`src/lcmf_pkg.sv`:
```
package lcmf_pkg;

  // Window length default
  localparam int WINDOW_LEN_DEF = 5;

  // Field widths
  localparam int SAMPLE_W = 24;
  localparam int GAIN_W   = 32;
  localparam int WEIGHT_W = 48;
  localparam int HELD_W   = 3;

  // Shared multiplier: A operand (gain or EMA difference), B operand (delta or alpha)
  localparam int MUL_AW = WEIGHT_W + 1;
  localparam int MUL_BW = SAMPLE_W + 1;
  localparam int MUL_PW = MUL_AW + MUL_BW;

  // EMA weight in Q16, and smallest gain magnitude that counts
  localparam logic [MUL_BW-1:0] SMOOTH_Q16   = MUL_BW'(11796);
  localparam int                GAIN_MIN_MAG = 17;

  // Configuration register indexes
  localparam logic REG_TARE = 1'b0;
  localparam logic REG_GAIN = 1'b1;

  typedef struct packed {
    logic signed [SAMPLE_W-1:0] raw_sample;
    logic                       read_ok;
  } lcmf_in_t;

  typedef struct packed {
    logic signed [SAMPLE_W-1:0] median_count;
    logic signed [WEIGHT_W-1:0] filtered_weight;
    logic                       sensor_ok;
    logic [HELD_W-1:0]          samples_held;
  } lcmf_out_t;

  // Clamp to the 48-bit signed range
  function automatic logic signed [WEIGHT_W-1:0] sat48(input logic signed [63:0] v);
    logic signed [63:0] hi;
    logic signed [63:0] lo;
    hi = 64'sh0000_7FFF_FFFF_FFFF;
    lo = -hi - 64'sd1;
    if (v > hi) begin
      sat48 = hi[WEIGHT_W-1:0];
    end else if (v < lo) begin
      sat48 = lo[WEIGHT_W-1:0];
    end else begin
      sat48 = v[WEIGHT_W-1:0];
    end
  endfunction

endpackage

```
`src/load_cell_median_ema_filter_top.sv`:
```
// A good read gives its result after the candidate walk of the median search and two
// passes of the shared bit-serial Booth multiplier; the seeding read skips the second
// pass, and a failed read goes straight to the done state.
// Throughput: one request at a time; the next is taken the cycle after the result is loaded.
// Reset (rst, synchronous, high): window empty, EMA unseeded, tare 0, gain 1.0.
module load_cell_median_ema_filter_top
  import lcmf_pkg::*;
#(
  parameter int WINDOW_LEN = WINDOW_LEN_DEF
) (
  input  logic        clk,
  input  logic        rst,
  input  logic        sample_valid,
  output logic        sample_ready,
  input  lcmf_in_t    sample,
  output logic        result_valid,
  input  logic        result_ready,
  output lcmf_out_t   result,
  input  logic        psel,
  input  logic        penable,
  input  logic        pwrite,
  input  logic [2:0]  paddr,
  input  logic [31:0] pwdata,
  output logic [31:0] prdata,
  output logic        pready
);

  localparam int CW = $clog2(WINDOW_LEN + 1);

  typedef enum logic [4:0] {
    ST_IDLE   = 5'b00001,
    ST_MEDIAN = 5'b00010,
    ST_GRAMS  = 5'b00100,
    ST_EMA    = 5'b01000,
    ST_DONE   = 5'b10000
  } state_t;

  state_t state;

  logic signed [SAMPLE_W-1:0] tare_offset;
  logic signed [GAIN_W-1:0]   scale_gain;
  logic signed [SAMPLE_W-1:0] held_median;
  logic signed [WEIGHT_W-1:0] ema_value;
  logic                       ema_seeded;
  logic                       item_ok;

  logic                       med_start;
  logic                       med_done;
  logic signed [SAMPLE_W-1:0] med_value;
  logic [CW-1:0]              fill;

  logic                       mul_start;
  logic                       mul_done;
  logic signed [MUL_AW-1:0]   mul_a;
  logic signed [MUL_BW-1:0]   mul_b;
  logic signed [MUL_PW-1:0]   prod;

  logic                       accept;
  logic                       res_load;
  logic                       tiny_gain;
  logic signed [57:0]         g_round;
  logic signed [WEIGHT_W-1:0] grams;
  logic signed [64:0]         e_round;
  logic signed [49:0]         e_sum;

  // Configuration port
  assign pready = 1'b1;

  always_ff @(posedge clk) begin
    if (rst) begin
      tare_offset <= '0;
      scale_gain  <= 32'sd16777216;
    end else if (psel && penable && pwrite) begin
      unique case (paddr[2])
        REG_TARE: tare_offset <= pwdata[SAMPLE_W-1:0];
        REG_GAIN: scale_gain  <= pwdata;
        default:  ;
      endcase
    end
  end

  always_comb begin
    unique case (paddr[2])
      REG_TARE: prdata = 32'(tare_offset);
      REG_GAIN: prdata = scale_gain;
      default:  prdata = '0;
    endcase
  end

  assign sample_ready = (state == ST_IDLE);
  assign accept       = sample_valid && sample_ready;
  assign med_start    = accept && sample.read_ok;
  assign res_load     = (state == ST_DONE) && (!result_valid || result_ready);

  lcmf_median #(.WINDOW_LEN(WINDOW_LEN)) u_median (
    .clk    (clk),
    .rst    (rst),
    .start  (med_start),
    .sample (sample.raw_sample),
    .done   (med_done),
    .median (med_value),
    .fill   (fill)
  );

  // Multiplier operands: gain times (median - tare), then (grams - ema) times alpha
  always_comb begin
    if (state == ST_MEDIAN) begin
      mul_a = MUL_AW'(scale_gain);
      mul_b = MUL_BW'(med_value) - MUL_BW'(tare_offset);
    end else begin
      mul_a = MUL_AW'(grams) - MUL_AW'(ema_value);
      mul_b = SMOOTH_Q16;
    end
  end

  assign mul_start = ((state == ST_MEDIAN) && med_done) ||
                     ((state == ST_GRAMS) && mul_done && ema_seeded);

  lcmf_booth_mul #(.AW(MUL_AW), .BW(MUL_BW)) u_mul (
    .clk     (clk),
    .rst     (rst),
    .start   (mul_start),
    .a       (mul_a),
    .b       (mul_b),
    .done    (mul_done),
    .product (prod)
  );

  // Q24 product to Q16 grams, rounded half up and saturated; a tiny gain gives zero
  assign tiny_gain = (scale_gain < GAIN_W'(GAIN_MIN_MAG)) &&
                     (scale_gain > -GAIN_W'(GAIN_MIN_MAG));
  assign g_round   = prod[57:0] + 58'sd128;
  assign grams     = tiny_gain ? '0 : sat48(64'($signed(g_round[57:8])));

  // EMA step, rounded half up
  assign e_round = prod[64:0] + 65'sd32768;
  assign e_sum   = 50'(ema_value) + 50'($signed(e_round[64:16]));

  // Sequencer
  always_ff @(posedge clk) begin
    if (rst) begin
      state        <= ST_IDLE;
      held_median  <= '0;
      ema_value    <= '0;
      ema_seeded   <= 1'b0;
      result_valid <= 1'b0;
    end else begin
      if (res_load) begin
        result_valid <= 1'b1;
      end else if (result_valid && result_ready) begin
        result_valid <= 1'b0;
      end
      unique case (state)
        ST_IDLE: begin
          if (accept) begin
            state <= sample.read_ok ? ST_MEDIAN : ST_DONE;
          end
        end
        ST_MEDIAN: begin
          if (med_done) begin
            held_median <= med_value;
            state       <= ST_GRAMS;
          end
        end
        ST_GRAMS: begin
          if (mul_done) begin
            if (!ema_seeded) begin
              ema_value  <= grams;
              ema_seeded <= 1'b1;
              state      <= ST_DONE;
            end else begin
              state <= ST_EMA;
            end
          end
        end
        ST_EMA: begin
          if (mul_done) begin
            ema_value <= sat48(64'(e_sum));
            state     <= ST_DONE;
          end
        end
        ST_DONE: begin
          if (res_load) begin
            state <= ST_IDLE;
          end
        end
        default: state <= ST_IDLE;
      endcase
    end
  end

  // Result register and request flag
  always_ff @(posedge clk) begin
    if (accept) begin
      item_ok <= sample.read_ok;
    end
    if (res_load) begin
      result.median_count    <= held_median;
      result.filtered_weight <= ema_value;
      result.sensor_ok       <= item_ok;
      result.samples_held    <= HELD_W'(fill);
    end
  end

endmodule

```
`src/lcmf_median.sv`:
```
module lcmf_median
  import lcmf_pkg::*;
#(
  parameter int WINDOW_LEN = WINDOW_LEN_DEF
) (
  input  logic                       clk,
  input  logic                       rst,
  input  logic                       start,
  input  logic signed [SAMPLE_W-1:0] sample,
  output logic                       done,
  output logic signed [SAMPLE_W-1:0] median,
  output logic [$clog2(WINDOW_LEN+1)-1:0] fill
);

  localparam int IW = (WINDOW_LEN > 1) ? $clog2(WINDOW_LEN) : 1;
  localparam int CW = $clog2(WINDOW_LEN + 1);

  logic signed [SAMPLE_W-1:0] ring [WINDOW_LEN];
  logic [IW-1:0] slot;
  logic [IW-1:0] cand_idx;
  logic          busy;

  logic signed [SAMPLE_W-1:0] cand;
  logic [CW-1:0] less_cnt;
  logic [CW-1:0] eq_cnt;
  logic [CW-1:0] mid_rank;
  logic          hit;

  // Rank of the current candidate among the filled entries
  always_comb begin
    cand     = ring[cand_idx];
    less_cnt = '0;
    eq_cnt   = '0;
    for (int j = 0; j < WINDOW_LEN; j++) begin
      if (CW'(j) < fill) begin
        if (ring[j] < cand)  less_cnt = less_cnt + CW'(1);
        if (ring[j] == cand) eq_cnt   = eq_cnt + CW'(1);
      end
    end
    mid_rank = fill >> 1;
    hit = (less_cnt <= mid_rank) &&
          ({1'b0, mid_rank} < ({1'b0, less_cnt} + {1'b0, eq_cnt}));
  end

  // Ring entries hold no reset; only filled ones are compared
  always_ff @(posedge clk) begin
    if (start) begin
      ring[slot] <= sample;
    end
  end

  // Fill, write slot and candidate walk
  always_ff @(posedge clk) begin
    if (rst) begin
      slot     <= '0;
      fill     <= '0;
      busy     <= 1'b0;
      done     <= 1'b0;
      cand_idx <= '0;
    end else begin
      done <= 1'b0;
      if (start) begin
        slot     <= (slot == IW'(WINDOW_LEN - 1)) ? '0 : slot + IW'(1);
        if (fill != CW'(WINDOW_LEN)) fill <= fill + CW'(1);
        busy     <= 1'b1;
        cand_idx <= '0;
      end else if (busy) begin
        if (hit) begin
          busy <= 1'b0;
          done <= 1'b1;
        end else begin
          cand_idx <= cand_idx + IW'(1);
        end
      end
    end
  end

  always_ff @(posedge clk) begin
    if (busy && hit) begin
      median <= cand;
    end
  end

endmodule

```
`src/lcmf_booth_mul.sv`:
```
module lcmf_booth_mul #(
  parameter int AW = 49,
  parameter int BW = 25
) (
  input  logic                    clk,
  input  logic                    rst,
  input  logic                    start,
  input  logic signed [AW-1:0]    a,
  input  logic signed [BW-1:0]    b,
  output logic                    done,
  output logic signed [AW+BW-1:0] product
);

  localparam int NW = $clog2(BW + 1);

  logic signed [AW-1:0] mcand;
  logic signed [AW:0]   hi;
  logic [BW-1:0]        lo;
  logic                 q;
  logic [NW-1:0]        cnt;
  logic                 busy;
  logic signed [AW:0]   sum;

  // Radix-2 Booth recoding of one multiplier bit per cycle
  always_comb begin
    unique case ({lo[0], q})
      2'b10:   sum = hi - {mcand[AW-1], mcand};
      2'b01:   sum = hi + {mcand[AW-1], mcand};
      default: sum = hi;
    endcase
  end

  always_ff @(posedge clk) begin
    if (rst) begin
      busy <= 1'b0;
      done <= 1'b0;
      cnt  <= '0;
    end else begin
      done <= 1'b0;
      if (start) begin
        busy <= 1'b1;
        cnt  <= '0;
      end else if (busy) begin
        cnt <= cnt + NW'(1);
        if (cnt == NW'(BW - 1)) begin
          busy <= 1'b0;
          done <= 1'b1;
        end
      end
    end
  end

  // Accumulate and shift right arithmetically
  always_ff @(posedge clk) begin
    if (start) begin
      mcand <= a;
      hi    <= '0;
      lo    <= b;
      q     <= 1'b0;
    end else if (busy) begin
      hi <= {sum[AW], sum[AW:1]};
      lo <= {sum[0], lo[BW-1:1]};
      q  <= lo[0];
    end
  end

  assign product = {hi[AW-1:0], lo};

endmodule

```
`config.mk`:
```
export PLATFORM = sky130hd
export DESIGN_NAME = load_cell_median_ema_filter_top
export DESIGN_NICKNAME = d
export VERILOG_FILES = /design/src/lcmf_pkg.sv /design/src/load_cell_median_ema_filter_top.sv /design/src/lcmf_median.sv /design/src/lcmf_booth_mul.sv
export SDC_FILE = /design/constraint.sdc
export NUM_CORES = 2
export LEC_CHECK = 0
export BUFFER_PORTS_ARGS = -buffer_cell sky130_fd_sc_hd__buf_4
export CELL_PAD_IN_SITES_DETAIL_PLACEMENT = 0
export CELL_PAD_IN_SITES_GLOBAL_PLACEMENT = 1
export CORE_MARGIN = 4
export CORE_UTILIZATION = 46
export CTS_BUF_LIST = sky130_fd_sc_hd__clkbuf_4 sky130_fd_sc_hd__clkbuf_8
export CTS_CLUSTER_DIAMETER = 60
export DETAILED_ROUTE_END_ITERATION = 12
export HOLD_SLACK_MARGIN = 0.02
export PLACE_DENSITY = 0.74
export REMOVE_ABC_BUFFERS = 1
export SLEW_MARGIN = 15
export SYNTH_ARGS = -nofsm -noshare
export SYNTH_HDL_FRONTEND = slang
export SYNTH_SLANG_ARGS = --single-unit
export TNS_END_PERCENT = 100
```
`constraint.sdc`:
```
create_clock -name clk -period 9 [get_ports clk]
set_input_delay 1.8 -clock clk [delete_from_list [all_inputs] [get_ports clk]]
set_output_delay 1.8 -clock clk [all_outputs]
set_load 0.02 [all_outputs]
```
==> summary.md <==
| Metric | Value |
|---|---|
| R2R Path End | `u_median.median[13]` |
| Post-synthesis mux area share | `4.25%` |
| Count leader, synth | `nand2_1` |
| Leak | `16.3 nW` |
| Die ar. | `0.0877 mm^2` |
| Commonest cells post-synth | `504 x nand2_1, 477 x a21oi_1, 367 x edfxtp_1` |
| Cell Area, Synth | `0.0382 mm^2` |
| Power share of the combinational group | `27.3%` |
| First-pass iteration count of the detailed router | `6` |
| Hold EP | `result[3]` |
| Proportion of power drawn by flip-flops and latches | `38.6%` |
| XOR/XNOR Fraction of Synth Area | `7.12%` |
| Relative slew slack | `26.0%` |
| Share of the synthesized area in the top cell type | `28.9%` |
| Routability cong. | `0.949` |
| Core ar. | `0.0822 mm^2` |
| R2R cell count | `29` |
| Post-Layout Cell Count | `5443` |
| Netlist cell types | `114` |
| Worst Hold Class | `reg -> reg` |
| # clock sinks | `573` |
| Initial antenna violation count | `6` |
| First-pass GRT wire length | `188000 um` |
| Initial Util | `46.4%` |
| Cell internal pwr | `0.00524 W` |
| Total GRT Usage | `28.0%` |
| Sequential share of the synthesized area | `39.7%` |
| Via count | `31500` |
| Port Buffers | `174` |
| Wire per inst | `22.9 um` |
| Critical path's slowest cell | `dfxtp_4` |
| Ys Warns | `0` |
| H-tree lvl count | `3` |
| Hold Startpoint | `item_ok` |
| CP Launch Type | `flip-flop` |
| Clock Path Buffers | `3` |
| Fin Clk Skew | `0.0392 ns` |
| Worst Tran Pin Value | `1.11 ns` |
| Crit-path max cell delay | `0.70 ns` |
| Pre-CTS setup slack | `1.19 ns` |
| Clk Latency, worst-skew pair | `0.74 ns` |
| Largest net degree at the start of global routing | `103` |
| Die height | `296 um` |
| CTS hold repair buffers | `0` |
| Synth Area in Adders | `10.6%` |
| Synth Register Bits | `573` |
| Final worst path period share | `86.6%` |
| Largest delay contributor family on the critical path | `compound AO/OA/AOI/OAI gates` |
| Largest family of logic cells by synthesized area | `compound AO/OA/AOI/OAI gates` |
| Synth area leaders | `edfxtp_1 29%, dfxtp_1 11%, ha_1 10%` |
| Sw Ratio | `33.4%` |
| Synth Area in Simple Gates | `15.7%` |
| Critical path class | `reg -> reg` |
| CTS root buffer | `clkbuf_8` |
| Total setup buffers inserted after CTS | `0` |
| Detail Route Antenna Nets | `0` |
| Share of cells above drive strength 1 | `12.6%` |
| Number of global-route vias before repair | `30700` |
| CTS resizes | `0` |
| Fin. Hold Viols | `0` |
| DRC | `0` |
| Die Width | `296 um` |
| Vias/cell | `5.79` |
| Final setup vio count | `0` |
| RSZ-0062 raised after global routing | `no` |
| Core Util, Final | `52.0%` |
| Sw power | `0.00263 W` |
| Setup TNS | `0 ns` |
| Status | `completed` |
| Crit path DAT | `8.25 ns` |
| CTS tree | `done` |
| DP HPWL | `94800 um` |
| Worst vdd ir | `0.156 mV` |
| Power per cell area | `184 mW/mm^2` |
| Worst Hold Depth | `0` |
| Slew Viols, Final | `0` |
| Async SR Flop Fraction | `0%` |
| Max Freq | `128 MHz` |
| Ports | `178` |
| Dpl cells | `5239` |
| Total CTS buffers | `105` |
| Post-synthesis average cell area | `9.21 um^2` |
| Compound-Gate Fraction of Synth Area | `18.6%` |
| PnR worst setup slack | `1.21 ns` |
| Num rows | `105` |
| Min cycle time layout | `7.79 ns` |
| Max-cap violations | `0` |
| Critical Path RT | `9.46 ns` |
| Final WL | `125000 um` |
| 1st-iter DRT viols | `2587` |
| Global route total overflow | `0` |
| CTS clk-pin slew, worst paths | `0.06 ns` |
| Crit path max fanout | `23` |
| Critical path endpoint category | `flip-flop` |
| FF-to-FF setup slack | `1.21 ns` |
| Layout fillers | `7773` |
| Post-synth EDFFs | `367` |
| Yosys top cell by area | `edfxtp_1` |
| WP buf/inv | `2` |
| Net count, final | `4663` |
| Syn-to-layout area delta | `12.0%` |
| Final total power | `0.00787 W` |
| Clock power share | `34.1%` |
| Top FF cell, synth | `edfxtp_1` |
| Syn Inst Count | `4148` |
| Cell seen most often among critical-path stages | `ha_1` |
==> per-stage QoR <==
stage,instance area [um^2],hold WS [ns]
finish,42800,0.419
detailed placement,40500,0.408
global placement,40500,0.408
global route,42800,0.425
CTS,42800,0.422
floorplan,37300,0.400
==> cell families after synthesis <==
group / count (synthesis)
and+or+nand+nor: 1285
AOI/OAI and AO/OA: 1175
xor gates and xnor gates: 308
buffers and inverters: 385
DFF: 573
muxes: 101
other: 1
adders and majority gates: 320
==> layout make-up <==
type | instances | area (um^2) | share of cell area (%)
diodes | 6 | 15.0 | 0.0351
clock buffers | 149 | 1880 | 4.39
clock inverters | 49 | 405 | 0.948
inverters | 173 | 651 | 1.52
multi-input cells | 3190 | 21600 | 50.4
flip-flops and latches | 573 | 15200 | 35.4
well taps | 1070 | 1340 | 3.13
repair buffers | 233 | 1770 | 4.15
==> layout by cell type, fill, tap and decap left out, drive strengths merged, types with 11 or more instances in the layout <==
master  instances
mux4           48
or2            11
and2           21
ha            315
o22ai          12
o21bai         36
a21o          103
xnor2         150
mux2i          44
inv           177
xor2          157
a21oi         479
clkbuf        149
o211ai         30
nor2          320
a31oi          41
buf           233
or3            21
nor2b          38
o31ai          18
nor4           29
nand2         504
clkinv         33
nand2b         33
and3           28
nor3           70
a21boi         11
dfxtp         206
a211oi         29
nand3          77
o21a           32
edfxtp        367
o21ai         287
nand4          89
==> sequential cells by signal, indices dropped and copies added, names as in the netlist, 3 cells and up, named ones only <==
register	flops
tare_offset	24
held_median	24
u_median.slot	3
u_mul.cnt	5
u_mul.lo	25
ema_value	48
u_median.cand_idx	3
u_median.fill	3
scale_gain	32
u_median.median	24
result	76
u_mul.mcand	49
state	5
u_mul.hi	49
u_median.ring	192
==> power by group through the flow <==
stage                     Sequential (W)  Combinational [W]  Clock, W
after global placement           0.00308            0.00212         0
final                            0.00303            0.00215   0.00268
after CTS                        0.00303            0.00213   0.00275
after global routing             0.00304            0.00239   0.00287
after detailed placement         0.00308            0.00212         0
after floorplan                  0.00305            0.00151         0
==> worst reg2reg max path, delay by kind of cell, from the launching register on <==
family / cells / cell delay (ns)
simple gates: 5 / 0.56
compound gates: 10 / 1.96
buf+inv: 2 / 0.66
mux: 6 / 1.89
fa+ha+maj: 6 / 1.75
flops: 1 / 0.70
==> routing by layer <==
layer  vias up  GRT usage (%)  share of wire (%)
li1      15400              -                  -
met1     15100           38.2                 45
met2       859           46.7                 47
met3       180           3.68                5.4
met4         2           8.26                2.9
met5         -              0              0.010
==> how the worst max path moves through the flow <==
stage	startpoint	endpoint	slack, ns	cells after the start
4_1_cts	flip-flop	u_median.median[5]	1.17	29
3_5_place_dp	flip-flop	u_median.median[7]	1.19	29
2_1_floorplan	flip-flop	u_median.median[0]	0.30	29
3_3_place_gp	flip-flop	u_median.median[6]	1.30	29
6_report	flip-flop	u_median.median[13]	1.21	29
5_1_grt	flip-flop	u_median.median[5]	0.74	29
Note: power is estimated with default switching activity, not from simulation.
